[src/pbc_pkg.sv]
`timescale 1ns / 1ps
// ----------------------------------------------------------------------------
// pbc_pkg
// Shared types, constants and reset values for the blaster controller.
// ----------------------------------------------------------------------------
package pbc_pkg;

    localparam int ADC_BITS_DEF = 10;

    localparam int CFG_IDX_W  = 2;
    localparam int CFG_DATA_W = 10;

    typedef enum logic [CFG_IDX_W-1:0] {
        CFG_LIMITED_CAP   = 2'd0,
        CFG_UNLIMITED_CAP = 2'd1,
        CFG_OFFSET_COUNTS = 2'd2
    } t_cfg_idx;

    typedef enum logic [1:0] {
        PH_IDLE     = 2'd0,
        PH_CHARGING = 2'd1,
        PH_CHARGED  = 2'd2,
        PH_CANCELED = 2'd3
    } t_phase;

    localparam logic [6:0] MAG_MAX         = 7'd99;
    localparam logic [6:0] DARTS_RST       = 7'd10;
    localparam logic [6:0] CAP_RST         = 7'd10;
    localparam logic [7:0] LIMITED_RST     = 8'd50;
    localparam logic [7:0] UNLIMITED_RST   = 8'd100;
    localparam logic [9:0] OFFSET_RST      = 10'd99;
    localparam logic [8:0] PSI_SCALE       = 9'd375;

    typedef struct packed {
        logic [7:0] tank_psi;
        logic [7:0] target_psi;
        logic [7:0] bar_mask;
    } t_psi;

    typedef struct packed {
        logic       fire_pulse;
        logic       vent_pulse;
        logic [1:0] phase;
        logic [6:0] darts_left;
        logic [6:0] magazine_size;
        t_psi       psi;
        logic       limiter_active;
    } t_result;

endpackage

[src/pbc_in_if.sv]
`timescale 1ns / 1ps
// ----------------------------------------------------------------------------
// pbc_in_if
// Tick channel: sampled switches, encoder pins and the two ADC samples.
// ----------------------------------------------------------------------------
interface pbc_in_if #(
    parameter int ADC_BITS = pbc_pkg::ADC_BITS_DEF
);
    logic                valid;
    logic                ready;
    logic                trigger_held;
    logic                cancel_level;
    logic                limiter_switch;
    logic                magazine_switch;
    logic                enc_clk;
    logic                enc_dt;
    logic [ADC_BITS-1:0] pressure_sample;
    logic [ADC_BITS-1:0] selector_sample;

    modport source (
        output valid, trigger_held, cancel_level, limiter_switch, magazine_switch,
               enc_clk, enc_dt, pressure_sample, selector_sample,
        input  ready
    );
    modport sink (
        input  valid, trigger_held, cancel_level, limiter_switch, magazine_switch,
               enc_clk, enc_dt, pressure_sample, selector_sample,
        output ready
    );
endinterface

[src/pbc_out_if.sv]
`timescale 1ns / 1ps
// ----------------------------------------------------------------------------
// pbc_out_if
// Result channel: firing pulses, phase, dart counts, pressures and bar mask.
// ----------------------------------------------------------------------------
interface pbc_out_if;
    logic       valid;
    logic       ready;
    logic       fire_pulse;
    logic       vent_pulse;
    logic [1:0] phase;
    logic [6:0] darts_left;
    logic [6:0] magazine_size;
    logic [7:0] tank_psi;
    logic [7:0] target_psi;
    logic [7:0] bar_mask;
    logic       limiter_active;

    modport source (
        output valid, fire_pulse, vent_pulse, phase, darts_left, magazine_size,
               tank_psi, target_psi, bar_mask, limiter_active,
        input  ready
    );
    modport sink (
        input  valid, fire_pulse, vent_pulse, phase, darts_left, magazine_size,
               tank_psi, target_psi, bar_mask, limiter_active,
        output ready
    );
endinterface

[src/pbc_pressure.sv]
`timescale 1ns / 1ps
// ----------------------------------------------------------------------------
// pbc_pressure
// Tank and target pressure in psi and the eight-segment pressure bar.
// ----------------------------------------------------------------------------
module pbc_pressure #(
    parameter int ADC_BITS = pbc_pkg::ADC_BITS_DEF
) (
    input  logic [ADC_BITS-1:0] i_pressure_sample,
    input  logic [ADC_BITS-1:0] i_selector_sample,
    input  logic [7:0]          i_limited_cap,
    input  logic [7:0]          i_unlimited_cap,
    input  logic [9:0]          i_offset_counts,
    input  logic                i_limiter_on,
    output pbc_pkg::t_psi       o_psi
);
    import pbc_pkg::*;

    localparam int AW = (ADC_BITS > 10) ? ADC_BITS : 10;
    localparam int PW = AW + 9;
    localparam int TW = ADC_BITS + 8;

    logic [AW-1:0] w_samp;
    logic [AW-1:0] w_off;
    logic [AW-1:0] w_diff;
    logic [PW-1:0] w_prod;
    logic [PW-1:0] w_tank_full;
    logic [7:0]    w_tank;
    logic [TW-1:0] w_sel_prod;
    logic [7:0]    w_target;
    logic [12:0]   w_tank_x8;
    logic [12:0]   w_tank_x16;
    logic [7:0]    w_bars;

    assign w_samp      = AW'(i_pressure_sample);
    assign w_off       = AW'(i_offset_counts);
    assign w_diff      = (w_samp > w_off) ? (w_samp - w_off) : '0;
    assign w_prod      = PW'(w_diff) * PW'(PSI_SCALE);
    assign w_tank_full = w_prod >> (ADC_BITS + 1);
    assign w_tank      = (w_tank_full > PW'(255)) ? 8'd255 : w_tank_full[7:0];

    assign w_sel_prod  = TW'(i_selector_sample) * TW'(i_unlimited_cap);

    always_comb begin
        w_target = w_sel_prod[TW-1:ADC_BITS];
        if (i_limiter_on && (w_target > i_limited_cap)) begin
            w_target = i_limited_cap;
        end
        if (w_target > i_unlimited_cap) begin
            w_target = i_unlimited_cap;
        end
    end

    assign w_tank_x8  = {2'b00, w_tank, 3'b000};
    assign w_tank_x16 = {1'b0, w_tank, 4'b0000};

    always_comb begin
        for (int k = 1; k <= 7; k++) begin
            w_bars[k-1] = (w_tank_x8 >= 13'(w_target) * 13'(k));
        end
        w_bars[7] = (w_tank_x16 >= 13'(w_target) * 13'd15);
    end

    assign o_psi.tank_psi   = w_tank;
    assign o_psi.target_psi = w_target;
    assign o_psi.bar_mask   = w_bars;

endmodule

[src/pneumatic_blaster_controller.sv]
`timescale 1ns / 1ps
// ----------------------------------------------------------------------------
// pneumatic_blaster_controller
// Per-tick controller for a pneumatic blaster: magazine size from a rotary
// encoder, dart count, trigger/cancel firing phase, tank and target pressure
// and the pressure bar.
//
// i_in carries one tick of sampled switches, encoder pins and two ADC
// samples; o_out carries exactly one result transaction per tick, in order.
// Configuration (limiter cap, full-scale cap, transducer offset) is written
// through i_cfg_we / i_cfg_index / i_cfg_data; the user must do so only while
// no tick is in flight (not enforced). The tick is registered, then evaluated
// against the current state in one pass into the result register. One tick
// per cycle is sustained while o_out is ready; the input and result registers
// decouple the two sides, so a tick is still taken while a result waits. A
// stalled receiver holds the result and backs up into i_in.ready only once
// both registers are full. Reset restores caps 50/100 psi, offset 99 counts,
// idle phase, ten darts, magazine size ten and the limiter on.
// ----------------------------------------------------------------------------
module pneumatic_blaster_controller #(
    parameter int ADC_BITS = pbc_pkg::ADC_BITS_DEF
) (
    input  logic                             i_clk,
    input  logic                             i_rst_n,
    input  logic                             i_cfg_we,
    input  logic [pbc_pkg::CFG_IDX_W-1:0]    i_cfg_index,
    input  logic [pbc_pkg::CFG_DATA_W-1:0]   i_cfg_data,
    pbc_in_if.sink                           i_in,
    pbc_out_if.source                        o_out
);
    import pbc_pkg::*;

    logic [7:0]          r_limited_cap;
    logic [7:0]          r_unlimited_cap;
    logic [9:0]          r_offset_counts;

    logic                r_in_valid;
    logic                r_trig;
    logic                r_cancel;
    logic                r_lim_sw;
    logic                r_mag_sw;
    logic                r_enc_clk;
    logic                r_enc_dt;
    logic [ADC_BITS-1:0] r_psamp;
    logic [ADC_BITS-1:0] r_ssamp;

    t_phase              r_phase;
    t_phase              n_phase;
    logic [6:0]          r_darts;
    logic [6:0]          n_darts;
    logic [6:0]          r_cap;
    logic [6:0]          n_cap;
    logic                r_limiter;
    logic                n_limiter;
    logic                r_prev_mag;
    logic                r_prev_lim;
    logic                r_prev_clk;

    logic                r_out_valid;
    t_result             r_out;
    t_result             n_out;

    logic                w_advance;
    logic                w_fire;
    logic                w_vent;
    logic [6:0]          w_enc_cap;
    logic [6:0]          w_enc_darts;
    logic [6:0]          w_fire_darts;
    t_psi                w_psi;

    assign w_advance  = r_in_valid && (!r_out_valid || o_out.ready);
    assign i_in.ready = !r_in_valid || w_advance;

    always_ff @(posedge i_clk) begin
        if (!i_rst_n) begin
            r_limited_cap   <= LIMITED_RST;
            r_unlimited_cap <= UNLIMITED_RST;
            r_offset_counts <= OFFSET_RST;
        end else if (i_cfg_we) begin
            unique case (i_cfg_index)
                CFG_LIMITED_CAP:   r_limited_cap   <= i_cfg_data[7:0];
                CFG_UNLIMITED_CAP: r_unlimited_cap <= i_cfg_data[7:0];
                CFG_OFFSET_COUNTS: r_offset_counts <= i_cfg_data[9:0];
                default: ;
            endcase
        end
    end

    // input register
    always_ff @(posedge i_clk) begin
        if (!i_rst_n) begin
            r_in_valid <= 1'b0;
        end else if (i_in.ready) begin
            r_in_valid <= i_in.valid;
        end
    end

    always_ff @(posedge i_clk) begin
        if (i_in.valid && i_in.ready) begin
            r_trig    <= i_in.trigger_held;
            r_cancel  <= i_in.cancel_level;
            r_lim_sw  <= i_in.limiter_switch;
            r_mag_sw  <= i_in.magazine_switch;
            r_enc_clk <= i_in.enc_clk;
            r_enc_dt  <= i_in.enc_dt;
            r_psamp   <= i_in.pressure_sample;
            r_ssamp   <= i_in.selector_sample;
        end
    end

    pbc_pressure #(
        .ADC_BITS (ADC_BITS)
    ) u_pressure (
        .i_pressure_sample (r_psamp),
        .i_selector_sample (r_ssamp),
        .i_limited_cap     (r_limited_cap),
        .i_unlimited_cap   (r_unlimited_cap),
        .i_offset_counts   (r_offset_counts),
        .i_limiter_on      (r_limiter),
        .o_psi             (w_psi)
    );

    // encoder step on magazine size, dragging the dart count along
    always_comb begin
        w_enc_cap   = r_cap;
        w_enc_darts = r_darts;
        if (r_enc_clk != r_prev_clk) begin
            if (r_enc_dt != r_enc_clk) begin
                if (r_cap < MAG_MAX) begin
                    w_enc_cap = r_cap + 7'd1;
                end
                if ((w_enc_cap != 7'd0) && (r_darts == w_enc_cap - 7'd1)) begin
                    w_enc_darts = r_darts + 7'd1;
                end
            end else begin
                if (r_cap != 7'd0) begin
                    w_enc_cap = r_cap - 7'd1;
                end
                if (r_darts > w_enc_cap) begin
                    w_enc_darts = r_darts - 7'd1;
                end
            end
        end
    end

    // firing machine: next state
    always_comb begin
        if (w_vent) begin
            n_phase = PH_CANCELED;
        end else if (r_trig) begin
            unique case (r_phase)
                PH_IDLE:     n_phase = PH_CHARGING;
                PH_CHARGING: n_phase = PH_CHARGING;
                PH_CHARGED:  n_phase = PH_CHARGED;
                PH_CANCELED: n_phase = PH_CANCELED;
                default:     n_phase = PH_IDLE;
            endcase
        end else begin
            n_phase = PH_IDLE;
        end
    end

    // firing machine: outputs
    always_comb begin
        w_fire = !r_trig && ((r_phase == PH_CHARGING) || (r_phase == PH_CHARGED));
        w_vent = !r_cancel && r_trig && (r_phase != PH_CANCELED);
    end

    always_comb begin
        w_fire_darts = w_enc_darts;
        if (w_fire && (w_enc_darts != 7'd0)) begin
            w_fire_darts = w_enc_darts - 7'd1;
        end
        n_darts = w_fire_darts;
        if (r_mag_sw != r_prev_mag) begin
            n_darts = r_mag_sw ? w_enc_cap : 7'd0;
        end
        n_cap     = w_enc_cap;
        n_limiter = (r_lim_sw != r_prev_lim) ? r_lim_sw : r_limiter;
    end

    always_comb begin
        n_out.fire_pulse     = w_fire;
        n_out.vent_pulse     = w_vent;
        n_out.phase          = n_phase;
        n_out.darts_left     = n_darts;
        n_out.magazine_size  = n_cap;
        n_out.psi            = w_psi;
        n_out.limiter_active = n_limiter;
    end

    always_ff @(posedge i_clk) begin
        if (!i_rst_n) begin
            r_phase     <= PH_IDLE;
            r_darts     <= DARTS_RST;
            r_cap       <= CAP_RST;
            r_limiter   <= 1'b1;
            r_prev_mag  <= 1'b0;
            r_prev_lim  <= 1'b0;
            r_prev_clk  <= 1'b0;
            r_out_valid <= 1'b0;
        end else begin
            if (w_advance) begin
                r_phase    <= n_phase;
                r_darts    <= n_darts;
                r_cap      <= n_cap;
                r_limiter  <= n_limiter;
                r_prev_mag <= r_mag_sw;
                r_prev_lim <= r_lim_sw;
                r_prev_clk <= r_enc_clk;
            end
            if (w_advance) begin
                r_out_valid <= 1'b1;
            end else if (o_out.ready) begin
                r_out_valid <= 1'b0;
            end
        end
    end

    // result register
    always_ff @(posedge i_clk) begin
        if (w_advance) begin
            r_out <= n_out;
        end
    end

    assign o_out.valid          = r_out_valid;
    assign o_out.fire_pulse     = r_out.fire_pulse;
    assign o_out.vent_pulse     = r_out.vent_pulse;
    assign o_out.phase          = r_out.phase;
    assign o_out.darts_left     = r_out.darts_left;
    assign o_out.magazine_size  = r_out.magazine_size;
    assign o_out.tank_psi       = r_out.psi.tank_psi;
    assign o_out.target_psi     = r_out.psi.target_psi;
    assign o_out.bar_mask       = r_out.psi.bar_mask;
    assign o_out.limiter_active = r_out.limiter_active;

endmodule
[src/flat_wrapper.sv]
// flat-port wrapper written by rule: the top's interface ports become plain ports
module pneumatic_blaster_controller_flat import pbc_pkg::*;
#(
    parameter int ADC_BITS = pbc_pkg::ADC_BITS_DEF
)
  (i_clk, i_rst_n, i_cfg_we, i_cfg_index, i_cfg_data, i_in_valid, i_in_trigger_held, i_in_cancel_level, i_in_limiter_switch, i_in_magazine_switch, i_in_enc_clk, i_in_enc_dt, i_in_pressure_sample, i_in_selector_sample, i_in_ready, o_out_valid, o_out_fire_pulse, o_out_vent_pulse, o_out_phase, o_out_darts_left, o_out_magazine_size, o_out_tank_psi, o_out_target_psi, o_out_bar_mask, o_out_limiter_active, o_out_ready);
  pbc_in_if #(.ADC_BITS(ADC_BITS)) i_in_i ();
  pbc_out_if o_out_i ();
  input  logic i_clk;
  input  logic i_rst_n;
  input  logic i_cfg_we;
  input  logic [pbc_pkg::CFG_IDX_W-1:0] i_cfg_index;
  input  logic [pbc_pkg::CFG_DATA_W-1:0] i_cfg_data;
  input wire logic [$bits(i_in_i.valid)-1:0] i_in_valid;
  input wire logic [$bits(i_in_i.trigger_held)-1:0] i_in_trigger_held;
  input wire logic [$bits(i_in_i.cancel_level)-1:0] i_in_cancel_level;
  input wire logic [$bits(i_in_i.limiter_switch)-1:0] i_in_limiter_switch;
  input wire logic [$bits(i_in_i.magazine_switch)-1:0] i_in_magazine_switch;
  input wire logic [$bits(i_in_i.enc_clk)-1:0] i_in_enc_clk;
  input wire logic [$bits(i_in_i.enc_dt)-1:0] i_in_enc_dt;
  input wire logic [$bits(i_in_i.pressure_sample)-1:0] i_in_pressure_sample;
  input wire logic [$bits(i_in_i.selector_sample)-1:0] i_in_selector_sample;
  output wire logic [$bits(i_in_i.ready)-1:0] i_in_ready;
  output wire logic [$bits(o_out_i.valid)-1:0] o_out_valid;
  output wire logic [$bits(o_out_i.fire_pulse)-1:0] o_out_fire_pulse;
  output wire logic [$bits(o_out_i.vent_pulse)-1:0] o_out_vent_pulse;
  output wire logic [$bits(o_out_i.phase)-1:0] o_out_phase;
  output wire logic [$bits(o_out_i.darts_left)-1:0] o_out_darts_left;
  output wire logic [$bits(o_out_i.magazine_size)-1:0] o_out_magazine_size;
  output wire logic [$bits(o_out_i.tank_psi)-1:0] o_out_tank_psi;
  output wire logic [$bits(o_out_i.target_psi)-1:0] o_out_target_psi;
  output wire logic [$bits(o_out_i.bar_mask)-1:0] o_out_bar_mask;
  output wire logic [$bits(o_out_i.limiter_active)-1:0] o_out_limiter_active;
  input wire logic [$bits(o_out_i.ready)-1:0] o_out_ready;
  assign i_in_i.valid = i_in_valid;
  assign i_in_i.trigger_held = i_in_trigger_held;
  assign i_in_i.cancel_level = i_in_cancel_level;
  assign i_in_i.limiter_switch = i_in_limiter_switch;
  assign i_in_i.magazine_switch = i_in_magazine_switch;
  assign i_in_i.enc_clk = i_in_enc_clk;
  assign i_in_i.enc_dt = i_in_enc_dt;
  assign i_in_i.pressure_sample = i_in_pressure_sample;
  assign i_in_i.selector_sample = i_in_selector_sample;
  assign i_in_ready = i_in_i.ready;
  assign o_out_valid = o_out_i.valid;
  assign o_out_fire_pulse = o_out_i.fire_pulse;
  assign o_out_vent_pulse = o_out_i.vent_pulse;
  assign o_out_phase = o_out_i.phase;
  assign o_out_darts_left = o_out_i.darts_left;
  assign o_out_magazine_size = o_out_i.magazine_size;
  assign o_out_tank_psi = o_out_i.tank_psi;
  assign o_out_target_psi = o_out_i.target_psi;
  assign o_out_bar_mask = o_out_i.bar_mask;
  assign o_out_limiter_active = o_out_i.limiter_active;
  assign o_out_i.ready = o_out_ready;
  pneumatic_blaster_controller #(.ADC_BITS(ADC_BITS)) u_core (.i_clk(i_clk), .i_rst_n(i_rst_n), .i_cfg_we(i_cfg_we), .i_cfg_index(i_cfg_index), .i_cfg_data(i_cfg_data), .i_in(i_in_i), .o_out(o_out_i));
endmodule
[config.mk]
export PLATFORM = sky130hd
export DESIGN_NAME = pneumatic_blaster_controller_flat
export DESIGN_NICKNAME = d
export VERILOG_FILES = /design/src/pbc_pkg.sv /design/src/pbc_in_if.sv /design/src/pbc_out_if.sv /design/src/pbc_pressure.sv /design/src/pneumatic_blaster_controller.sv /design/src/flat_wrapper.sv
export SDC_FILE = /design/constraint.sdc
export NUM_CORES = 1
export LEC_CHECK = 0
export BUFFER_PORTS_ARGS = -buffer_cell sky130_fd_sc_hd__buf_2
export CAP_MARGIN = 10
export CORE_MARGIN = 1
export CORE_UTILIZATION = 45
export DETAILED_ROUTE_END_ITERATION = 10
export GPL_ROUTABILITY_DRIVEN = 0
export PLACE_DENSITY = 0.59
export SETUP_SLACK_MARGIN = 0.1
export SLEW_MARGIN = 20
export SYNTH_ARGS = -nofsm -noshare
export SYNTH_HDL_FRONTEND = slang
export SYNTH_SLANG_ARGS = --single-unit
[constraint.sdc]
create_clock -name i_clk -period 19.9 [get_ports i_clk]
set_input_delay 3.98 -clock i_clk [delete_from_list [all_inputs] [get_ports i_clk]]
set_output_delay 3.98 -clock i_clk [all_outputs]
set_load 0.02 [all_outputs]
==> Flow_metrics.wiki, run 1 <==
{| class="wikitable"
! Metric !! Value
|-
| Initial antenna violation count || 0
|-
| Number of vias per cell after detailed routing || 5.28
|-
| Multiplexer share of the synthesized area || 0.0161
|-
| Layout filler cell count || 2807
|-
| Leading cell types by total area after synthesis || ha_1, edfxtp_1, fa_1
|-
| Top achievable clock speed || 79.9 MHz
|-
| DP HPWL || 25500 um
|-
| Critical path startpoint category || register
|-
| Number of buffers added on ports || 87
|-
| Main flop type after synthesis || edfxtp_1
|-
| Effective utilization at floorplan || 0.461
|-
| Post-CTS Repair Setup Buffers || 0
|-
| Clock transition time at the flip-flop clock pins of the worst setup and hold paths || 0.06 ns
|-
| Adder-Cell Fraction of Synth Area || 0.341
|-
| Maximum clock path buffer count || 2
|-
| Xor/xnor share of the synthesized area || 0.0496
|-
| Post-route antenna net violation count || 0
|-
| DIE HEIGHT || 177 um
|-
| Setup repair after global routing missed its margin || false
|-
| Chip width || 177 um
|-
| Number of setup violations in the final report || 0
|-
| Average cell area after synthesis || 9.24 um2
|-
| Number of synthesized register bits || 117
|-
| Basic-gate share of the synthesized area counting and, or, nand and nor cells || 0.150
|-
| Maximum number of pins on one net before global-route repair || 35
|-
| Via count of the first global-routing pass || 10425
|-
| Biggest cell delay along the critical path || 0.87 ns
|-
| Cell Rows || 63
|-
| Crit path max fanout || 13
|-
| Yosys top cell by area || ha_1
|-
| Top cell types by occurrence after synthesis || inv_1, ha_1, nand2_1
|-
| Global-route usage over all layers || 0.223
|-
| Global-route wire length before repair || 54200 um
|-
| Largest family of logic cells by synthesized area || adder cells
|-
| Max capacitance violation total || 0
|-
| Gr ovfl total || 0
|-
| Rel. slew slack || 0.308
|-
| Number of buffers created by CTS || 17
|-
| CTS H-Tree Depth || 4
|-
| Iteration-0 DRC Markers || 457
|-
| Compound-gate portion of the synthesized area || 0.146
|-
| TritonCTS clock tree || built
|-
| Fraction of layout cells with a size suffix above 1 || 0.108
|-
| Sequential-to-total area share from yosys stat || 0.221
|-
| Cell family with the largest share of critical-path delay || compound AO/OA/AOI/OAI gates
|-
| Hold-fix buffer count after cts || 0
|-
| Most common cell in the netlist || inv_1
|-
| Clock network latency to the later pin of the worst-skew pair || 0.44 ns
|-
| Pin slew with the least headroom to its limit || 1.04 ns
|-
| Endpoints failing hold || 0
|-
| Clk Tree Root Cell || clkbuf_16
|-
| Detailed Routing Iterations Pass 1 || 5
|-
| Clock net sink count || 117
|-
| Worst path required time || 20.09 ns
|-
| Antenna fix cells || 0
|-
| Sum of negative setup slack || 0 ns
|-
| Worst path bufs/invs || 6
|-
| Worst min-delay path category || reg2reg
|-
| Worst clock skew || 0.0114 ns
|-
| Async set-or-reset flop fraction in the synthesized netlist || 0
|-
| Mapped Area || 13700 um2
|-
| Number of nets in the finished design || 1915
|-
| Max stage delay cell, worst path || a221oi_2
|-
| Yosys synthesis warning count || 0
|-
| Number of vias in the routed layout || 10378
|-
| Routed Wire Length || 32800 um
|-
| Category of the critical setup timing path || reg2reg
|-
| Layout area overhead || 10.0%
|-
| Post-synth net total || 1839
|-
| Share of the cycle needed by the critical path after routing || 0.629
|-
| Routed wire per std cell || 16.7 um
|-
| Area enclosed by the die boundary || 31200 um2
|-
| Arrival time at the worst endpoint || 12.71 ns
|-
| Final max-slew violation count || 0
|-
| Post-route DRC || 0
|-
| Synthesized instance count || 1486
|-
| Quantity of gates resized following cts || 0
|-
| EDFF count, synth || 69
|-
| Area of the core region || 29800 um2
|-
| Final standard cell utilization of the core || 0.507
|-
| Distinct cell type count of the synthesized netlist || 93
|-
| Period minus WS final || 12.52 ns
|-
| Type of element capturing the critical path || register
|-
| Total I/O pin count || 88
|-
| Area share of the leading cell type in the synthesized netlist || 0.195
|-
| Run status || finished clean
|}
-- cells by family after synthesis --
| logic type | after synthesis |
|---|---|
| AOI/OAI and AO/OA | 292 |
| xor gates and xnor gates | 76 |
| adders and majority gates | 318 |
| buffers and inverters | 272 |
| DFF | 117 |
| muxes | 21 |
| and+or+nand+nor | 390 |
-- cells in the final DEF (no fill, tap or decap), types with 14 or more instances in the layout --
master and n:
ha_1 214, nor2b_1 27, o211ai_1 16, fa_1 96
nor3_1 25, inv_1 224, edfxtp_1 69, xor2_1 20
and2_1 75, dfxtp_1 48, o21bai_1 18, xnor2_1 55
nor2_1 52, nand3_1 24, a21o_1 37, nand2_1 108
clkbuf_16 17, a21oi_1 81, mux2i_1 14, buf_2 87
nand2b_1 23, o21ai_0 39
-- metrics by stage --
| stage | cells | area (um2) | setup WS [ns] | hold WS (ns) |
|---|---|---|---|---|
| finish | 1965 | 15100 | 7.38 | 0.455 |
| CTS | 1965 | 15100 | 7.40 | 0.456 |
| global placement | 1933 | 14600 | 7.68 | 0.443 |
| detailed placement | 1933 | 14600 | 7.45 | 0.447 |
| floorplan | 1486 | 13700 | 8.81 | 0.436 |
| global route | 1965 | 15100 | 6.35 | 0.473 |
-- worst register-to-register path, delay by kind of cell (launching register included) --
kind / cells / cell delay (ns)
flops: 1 / 0.56
compound gates: 20 / 4.86
buf+inv: 6 / 0.81
simple gates: 10 / 1.02
fa+ha+maj: 10 / 4.00
mux: 1 / 0.41
xor+xnor: 3 / 0.65
-- sequential cells by signal (all words and copies together) (netlist names), 8 cells and up --
signal	flops
u_core.r_limited_cap	8
u_core.r_offset_counts	10
u_core.r_unlimited_cap	8
u_core.o_out.target_psi	8
u_core.r_psamp	10
u_core.r_ssamp	10
u_core.o_out.tank_psi	8
u_core.o_out.bar_mask	8
-- layer usage --
layer / global-route usage / routed length, um
met5: 0 / 0
met1: 0.293 / 15500
met3: 0.0417 / 1370
met2: 0.379 / 15500
met4: 0.0528 / 420
-- worst paths after layout --
check,slack [ns],depth (start not counted),to,start
max,7.38,50,u_core.o_out.bar_mask[7],u_core.r_unlimited_cap[7]
min,0.46,2,u_core.r_prev_lim,u_core.r_prev_lim
max reg2reg,7.38,50,u_core.o_out.bar_mask[7],u_core.r_unlimited_cap[7]
min reg2reg,0.46,2,u_core.r_prev_lim,u_core.r_prev_lim
-- cell type report --
cell class / count / area [um2] / share of cell area
well taps: 390 / 488 / 0.0323
clock inverters: 13 / 108 / 0.00712
multi-input cells: 1097 / 9660 / 0.639
clock buffers: 19 / 433 / 0.0286
repair buffers: 100 / 533 / 0.0353
inverters: 229 / 860 / 0.0569
flip-flops and latches: 117 / 3030 / 0.201
Power of run 1 is left out: the tool's default activity adds up to more than one toggle a clock period on the data nets, which glitch-free logic cannot reach.
==> inputs of run 2 (changes only) <==
--- a/config.mk
+++ b/config.mk
@@ -11,7 +11,7 @@
 export CORE_UTILIZATION = 45
 export DETAILED_ROUTE_END_ITERATION = 10
 export GPL_ROUTABILITY_DRIVEN = 0
-export PLACE_DENSITY = 0.59
+export PLACE_DENSITY = 0.61
 export SETUP_SLACK_MARGIN = 0.1
 export SLEW_MARGIN = 20
 export SYNTH_ARGS = -nofsm -noshare
==> constraint.sdc (replaced) <==
create_clock -name i_clk -period 11.1 [get_ports i_clk]
set_input_delay 2.22 -clock i_clk [delete_from_list [all_inputs] [get_ports i_clk]]
set_output_delay 2.22 -clock i_clk [all_outputs]
set_load 0.02 [all_outputs]
==> Flow_metrics.wiki, run 2 (same netlist as run 1, synthesis figures left out) <==
{| class="wikitable"
! Metric !! Value
|-
| Layout area overhead || 17.5%
|-
| Number of vias per cell after detailed routing || 5.37 (+1.6%)
|-
| Category of the critical setup timing path || reg2reg
|-
| Gr ovfl total || 0 (unchanged)
|-
| TritonCTS clock tree || built
|-
| Run status || finished clean
|-
| Area enclosed by the die boundary || 31200 um2 (unchanged)
|-
| Post-route DRC || 0 (unchanged)
|-
| Registers with the most flip-flops || u_core.r_offset_counts x10, u_core.r_psamp x10, u_core.r_ssamp x10
|-
| Clock transition time at the flip-flop clock pins of the worst setup and hold paths || 0.06 ns (about the same)
|-
| CTS H-Tree Depth || 4 (unchanged)
|-
| Hold-fix buffer count after cts || 0 (unchanged)
|-
| Clk Tree Root Cell || clkbuf_16
|-
| Routed Wire Length || 33900 um (+3.4%)
|-
| Cell Rows || 63 (unchanged)
|-
| Worst path required time || 11.29 ns (-8.80 ns)
|-
| Rel. slew slack || 0.230 (-0.0785)
|-
| Worst min-delay path category || reg2reg
|-
| Area of the core region || 29800 um2 (unchanged)
|-
| Final hold slack || 0.454 ns (-0.00169 ns)
|-
| DP HPWL || 25900 um (+1.8%)
|-
| Number of setup violations in the final report || 0 (unchanged)
|-
| Worst clock skew || 0.0144 ns (+0.00299 ns)
|-
| Number of vias in the routed layout || 10882 (+4.9%)
|-
| Placed cell count || 1970 (+1.9%)
|-
| Global-route wire length before repair || 56000 um (+3.5%)
|-
| Detailed Routing Iterations Pass 1 || 5 (unchanged)
|-
| Antenna fix cells || 0 (unchanged)
|-
| Period minus WS final || 10.56 ns (-1.96 ns)
|-
| Worst path bufs/invs || 7 (+1)
|-
| Share of the cycle needed by the critical path after routing || 0.952 (+0.322)
|-
| Routed wire per std cell || 16.7 um (+0.18%)
|-
| Critical path startpoint category || register
|-
| Arrival time at the worst endpoint || 10.75 ns (-1.96 ns)
|-
| Cell family with the largest share of critical-path delay || adder cells
|-
| Number of buffers created by CTS || 17 (unchanged)
|-
| Max capacitance violation total || 0 (unchanged)
|-
| Crit path max fanout || 5 (-8)
|-
| Commonest cells after routing, fill and taps aside || inv_1, ha_1, nand2_1
|-
| Endpoints failing hold || 0 (unchanged)
|-
| Most common library cell in the layout ignoring fill and taps || inv_1
|-
| Clock network latency to the later pin of the worst-skew pair || 0.44 ns (about the same)
|-
| Biggest cell delay along the critical path || 0.56 ns (-0.31 ns)
|-
| Global-route usage over all layers || 0.227 (+0.00356)
|-
| Iteration-0 DRC Markers || 572 (+25%)
|-
| Clock net sink count || 117 (unchanged)
|-
| Maximum number of pins on one net before global-route repair || 36 (+2.9%)
|-
| Post-route antenna net violation count || 0 (unchanged)
|-
| Pin slew with the least headroom to its limit || 1.15 ns (+0.109 ns)
|-
| Total I/O pin count || 88 (unchanged)
|-
| Via count of the first global-routing pass || 11044 (+5.9%)
|-
| Type of element capturing the critical path || register
|-
| Effective utilization at floorplan || 0.461 (unchanged)
|-
| Number of buffers added on ports || 87 (unchanged)
|-
| Setup repair after global routing missed its margin || false
|-
| Chip width || 177 um (unchanged)
|-
| Initial antenna violation count || 0 (unchanged)
|-
| DIE HEIGHT || 177 um (unchanged)
|-
| Top achievable clock speed || 94.7 MHz (+19%)
|-
| Non-Filler Instances || 2028 (+3.2%)
|-
| Fraction of layout cells with a size suffix above 1 || 0.187 (+0.0789)
|-
| Final max-slew violation count || 0 (unchanged)
|-
| Maximum clock path buffer count || 2 (unchanged)
|-
| Number of nets in the finished design || 1978 (+3.3%)
|-
| Max stage delay cell, worst path || fa_1
|}
[run 2: cell count changes in the layout (fill, tap and decap cells not counted), moves of 6 or more]
cell / before / now
a21oi_1: 81 / 69
xnor2_1: 55 / 49
inv_1: 224 / 215
inv_2: 3 / 13
a21oi_2: 3 / 14
ha_4: 0 / 10
buf_4: 13 / 68
buf_6: 0 / 7
ha_1: 214 / 203
o21ai_0: 39 / 33
[run 2: what timing repair did]
| item | CTS | global route |
|---|---|---|
| setup endpoints to repair | 2 | 5 |
| buffers inserted | 6 | 20 |
| gates resized for setup | 7 | 98 |
| pin swaps | 1 | 58 |
[run 2: worst min-delay path: stages, from the launching register on]
cell,delay (ns)
dfxtp_1,0.31
nand2_1,0.05
a21oi_1,0.05
[run 2: per-stage QoR]
stage	instance area, um2	setup TNS (ns)	util	setup slack, ns
3_3_place_gp	14900	0	0.498	0.125
3_5_place_dp	14900	-0.164	0.498	-0.164
6_report	16100	0	0.542	0.537
2_1_floorplan	13700	0	-	0.150
4_1_cts	15500	0	0.521	0.110
5_1_grt	16100	0	0.542	0.00253
[run 2: path summary, 6_finish.rpt]
| kind | slack (ns) | cells after the start | from | end |
|---|---|---|---|---|
| worst max-delay path | 0.54 | 47 | u_core.r_ssamp[4] | u_core.o_out.bar_mask[7] |
| worst min-delay path | 0.45 | 2 | u_core.r_offset_counts[9] | u_core.r_offset_counts[9] |
| worst max register to register | 0.54 | 47 | u_core.r_ssamp[4] | u_core.o_out.bar_mask[7] |
| worst min register to register | 0.45 | 2 | u_core.r_offset_counts[9] | u_core.r_offset_counts[9] |
[run 2: layout make-up]
type	instances	area, um2
Tap cell	390	488
Fill cell	2703	13700
Clock buffer	17	425
Clock inverter	15	170
Timing Repair Buffer	163	1040
Sequential cell	117	3040
Inverter	229	865
Multi-Input combinational cell	1097	10100
[run 2: routing by layer]
layer	share of wire	GRT usage	vias to the layer above	wire [um]
li1	-	-	5361	-
met1	0.48	0.312	5242	16200
met2	0.46	0.367	232	15500
met3	0.043	0.0372	47	1450
met4	0.022	0.0625	0	744
met5	0	0	-	0
Power of run 2 is left out for the same reason.
==> inputs of run 3 (changes only) <==
--- a/config.mk
+++ b/config.mk
@@ -7,11 +7,13 @@
 export LEC_CHECK = 0
 export BUFFER_PORTS_ARGS = -buffer_cell sky130_fd_sc_hd__buf_2
 export CAP_MARGIN = 10
+export CELL_PAD_IN_SITES_DETAIL_PLACEMENT = 1
+export CELL_PAD_IN_SITES_GLOBAL_PLACEMENT = 1
 export CORE_MARGIN = 1
-export CORE_UTILIZATION = 45
+export CORE_UTILIZATION = 44
 export DETAILED_ROUTE_END_ITERATION = 10
 export GPL_ROUTABILITY_DRIVEN = 0
-export PLACE_DENSITY = 0.61
+export PLACE_DENSITY = 0.81
 export SETUP_SLACK_MARGIN = 0.1
 export SLEW_MARGIN = 20
 export SYNTH_ARGS = -nofsm -noshare
==> Flow_metrics.wiki, run 3 (same netlist as run 1, synthesis figures left out) <==
{| class="wikitable"
! Metric !! Value
|-
| CTS H-Tree Depth || 4 (unchanged)
|-
| Placed cell count || 1973 (+0.15%)
|-
| Top achievable clock speed || 90.6 MHz (-4.3%)
|-
| Final Cell Area || 16300 um2 (+1.3%)
|-
| Worst min-delay path category || reg2reg
|-
| Crit path top cell by count || fa_1
|-
| Reg2reg end || u_core.o_out.bar_mask[7]
|-
| Commonest cells after routing, fill and taps aside || inv_1, ha_1, nand2_1
|-
| Initial antenna violation count || 1 (+1)
|-
| DP HPWL || 30300 um (+17%)
|-
| Via count of the first global-routing pass || 12430 (+13%)
|-
| Fraction of layout cells with a size suffix above 1 || 0.202 (+0.0148)
|-
| Most common library cell in the layout ignoring fill and taps || inv_1
|-
| Rel. slew slack || 0.371 (+0.142)
|-
| Total I/O pin count || 88 (unchanged)
|-
| Maximum number of pins on one net before global-route repair || 35 (-2.8%)
|-
| Maximum clock path buffer count || 2 (unchanged)
|-
| Arrival time at the worst endpoint || 11.24 ns (+0.49 ns)
|-
| Number of vias in the routed layout || 11546 (+6.1%)
|-
| Non-Filler Instances || 2044 (+0.79%)
|-
| Crit path max fanout || 4 (-1)
|-
| DIE HEIGHT || 179 um (+1.1%)
|-
| Routed wire per std cell || 20.9 um (+25%)
|-
| Biggest cell delay along the critical path || 0.53 ns (-0.03 ns)
|-
| Clock network latency to the later pin of the worst-skew pair || 0.46 ns (+0.02 ns)
|-
| Routed Wire Length || 42700 um (+26%)
|-
| Worst path bufs/invs || 6 (-1)
|-
| Iteration-0 DRC Markers || 562 (-1.7%)
|-
| Pin slew with the least headroom to its limit || 0.939 ns (-0.209 ns)
|-
| Number of buffers created by CTS || 17 (unchanged)
|-
| Global-route usage over all layers || 0.267 (+0.0401)
|-
| Layout area overhead || 18.9%
|-
| Reg-to-reg setup timing slack || 0.07 ns (-0.47 ns)
|-
| R2R Path Start || u_core.r_ssamp[3]
|-
| Max capacitance violation total || 0 (unchanged)
|-
| Run status || finished clean
|-
| Worst path required time || 11.31 ns (+0.02 ns)
|-
| Share of the cycle needed by the critical path after routing || 0.994 (+0.0425)
|-
| Global-route wire length before repair || 65500 um (+17%)
|-
| Chip width || 179 um (+1.1%)
|-
| Endpoints failing hold || 0 (unchanged)
|-
| Cell Rows || 64 (+1.6%)
|-
| Type of element capturing the critical path || register
|-
| Setup repair after global routing missed its margin || true
|-
| Registers with the most flip-flops || u_core.r_offset_counts x10, u_core.r_psamp x10, u_core.r_ssamp x10
|-
| Layout filler cell count || 3540 (+31%)
|-
| Number of instances on the worst hold path || 2 (unchanged)
|-
| Number of setup violations in the final report || 0 (unchanged)
|-
| Area enclosed by the die boundary || 31900 um2 (+2.2%)
|-
| Cell family with the largest share of critical-path delay || adder cells
|-
| Path depth of the worst reg2reg path || 45 (-4.3%)
|-
| Clock transition time at the flip-flop clock pins of the worst setup and hold paths || 0.07 ns (about the same)
|-
| Worst hold path startpoint || u_core.r_offset_counts[4]
|-
| Final hold slack || 0.473 ns (+0.0191 ns)
|-
| TritonCTS clock tree || built
|-
| Category of the critical setup timing path || reg2reg
|-
| Worst Hold Path EP || u_core.r_offset_counts[4]
|-
| Detailed Routing Iterations Pass 1 || 5 (unchanged)
|-
| Effective utilization at floorplan || 0.448 (-0.0131)
|-
| Sum of negative setup slack || 0 ns (unchanged)
|-
| Post-route DRC || 0 (unchanged)
|-
| Max stage delay cell, worst path || fa_1
|-
| Gr ovfl total || 0 (unchanged)
|-
| Number of vias per cell after detailed routing || 5.65 (+5.3%)
|-
| Post-route antenna net violation count || 0 (unchanged)
|-
| Number of nets in the finished design || 1987 (+0.46%)
|-
| Final max-slew violation count || 0 (unchanged)
|-
| Worst clock skew || 0.0120 ns (-0.00236 ns)
|-
| Area after DPL || 14800 um2 (about the same)
|-
| Period minus WS final || 11.03 ns (+0.472 ns)
|-
| Number of buffers added on ports || 87 (unchanged)
|-
| Hold-fix buffer count after cts || 0 (unchanged)
|-
| Clock net sink count || 117 (unchanged)
|-
| Area of the core region || 30700 um2 (+2.9%)
|-
| Critical path startpoint category || register
|-
| Clk Tree Root Cell || clkbuf_16
|}
==> run 3: changes by cell type in the layout (fill, tap and decap cells not counted), sizes merged <==
cell	previous run	this run
diode	0	1
clkinvlp	3	2
clkinv	4	3
bufinv	2	4
buf	163	172
==> run 3: how the worst max path moves through the flow <==
| stage | slack, ns | to | cells past startpoint | start |
|---|---|---|---|---|
| after floorplan | 0.15 | u_core.o_out.bar_mask[7] | 50 | u_core.r_unlimited_cap[7] |
| after detailed placement | -0.26 | u_core.o_out.bar_mask[7] | 50 | u_core.r_ssamp[2] |
| after global routing | -0.41 | u_core.o_out.bar_mask[7] | 45 | u_core.r_ssamp[2] |
| after CTS | 0.11 | u_core.o_out.bar_mask[7] | 51 | u_core.r_ssamp[3] |
| final | 0.07 | u_core.o_out.bar_mask[7] | 45 | u_core.r_ssamp[3] |
| after global placement | 0.17 | u_core.o_out.bar_mask[7] | 51 | u_core.r_ssamp[2] |
==> run 3: worst register-to-register path: cells and delay by family (launching register included) <==
| family | cells | cell delay, ns |
|---|---|---|
| mux | 1 | 0.35 |
| flops | 1 | 0.48 |
| simple gates | 4 | 0.87 |
| xor+xnor | 2 | 0.29 |
| compound gates | 21 | 3.87 |
| buf+inv | 6 | 0.73 |
| fa+ha+maj | 11 | 4.20 |
==> run 3: timing repair <==
item | in CTS | in global routing
pin swaps | 5 | 84
setup buffers | 7 | 31
setup endpoints to repair | 2 | 5
gates resized for setup | 27 | 107
==> run 3: cell type report <==
class / count / area (um2) / share of cell area
sequential: 117 / 3040 / 0.186
clock inverter: 15 / 216 / 0.0132
tap: 396 / 495 / 0.0303
timing repair buffer: 172 / 1140 / 0.0696
inverter: 229 / 868 / 0.0531
antenna: 1 / 2.50 / 0.000153
multi-input combinational: 1097 / 10100 / 0.621
clock buffer: 17 / 425 / 0.0260
==> run 3: metrics by stage <==
step | util | worst slack, ns
3_5_place_dp | 0.484 | -0.263
5_1_grt | 0.533 | -0.410
3_3_place_gp | 0.484 | 0.165
2_1_floorplan | - | 0.150
4_1_cts | 0.511 | 0.108
6_report | 0.533 | 0.0651
==> run 3: layer usage <==
layer | vias to the layer above | part of all wire | GRT usage
met5 | - | 0 | 0
met4 | 0 | 0.028 | 0.0703
met3 | 94 | 0.038 | 0.0447
met2 | 272 | 0.51 | 0.476
met1 | 5826 | 0.42 | 0.331
li1 | 5354 | - | -
Power of run 3 is left out for the same reason.
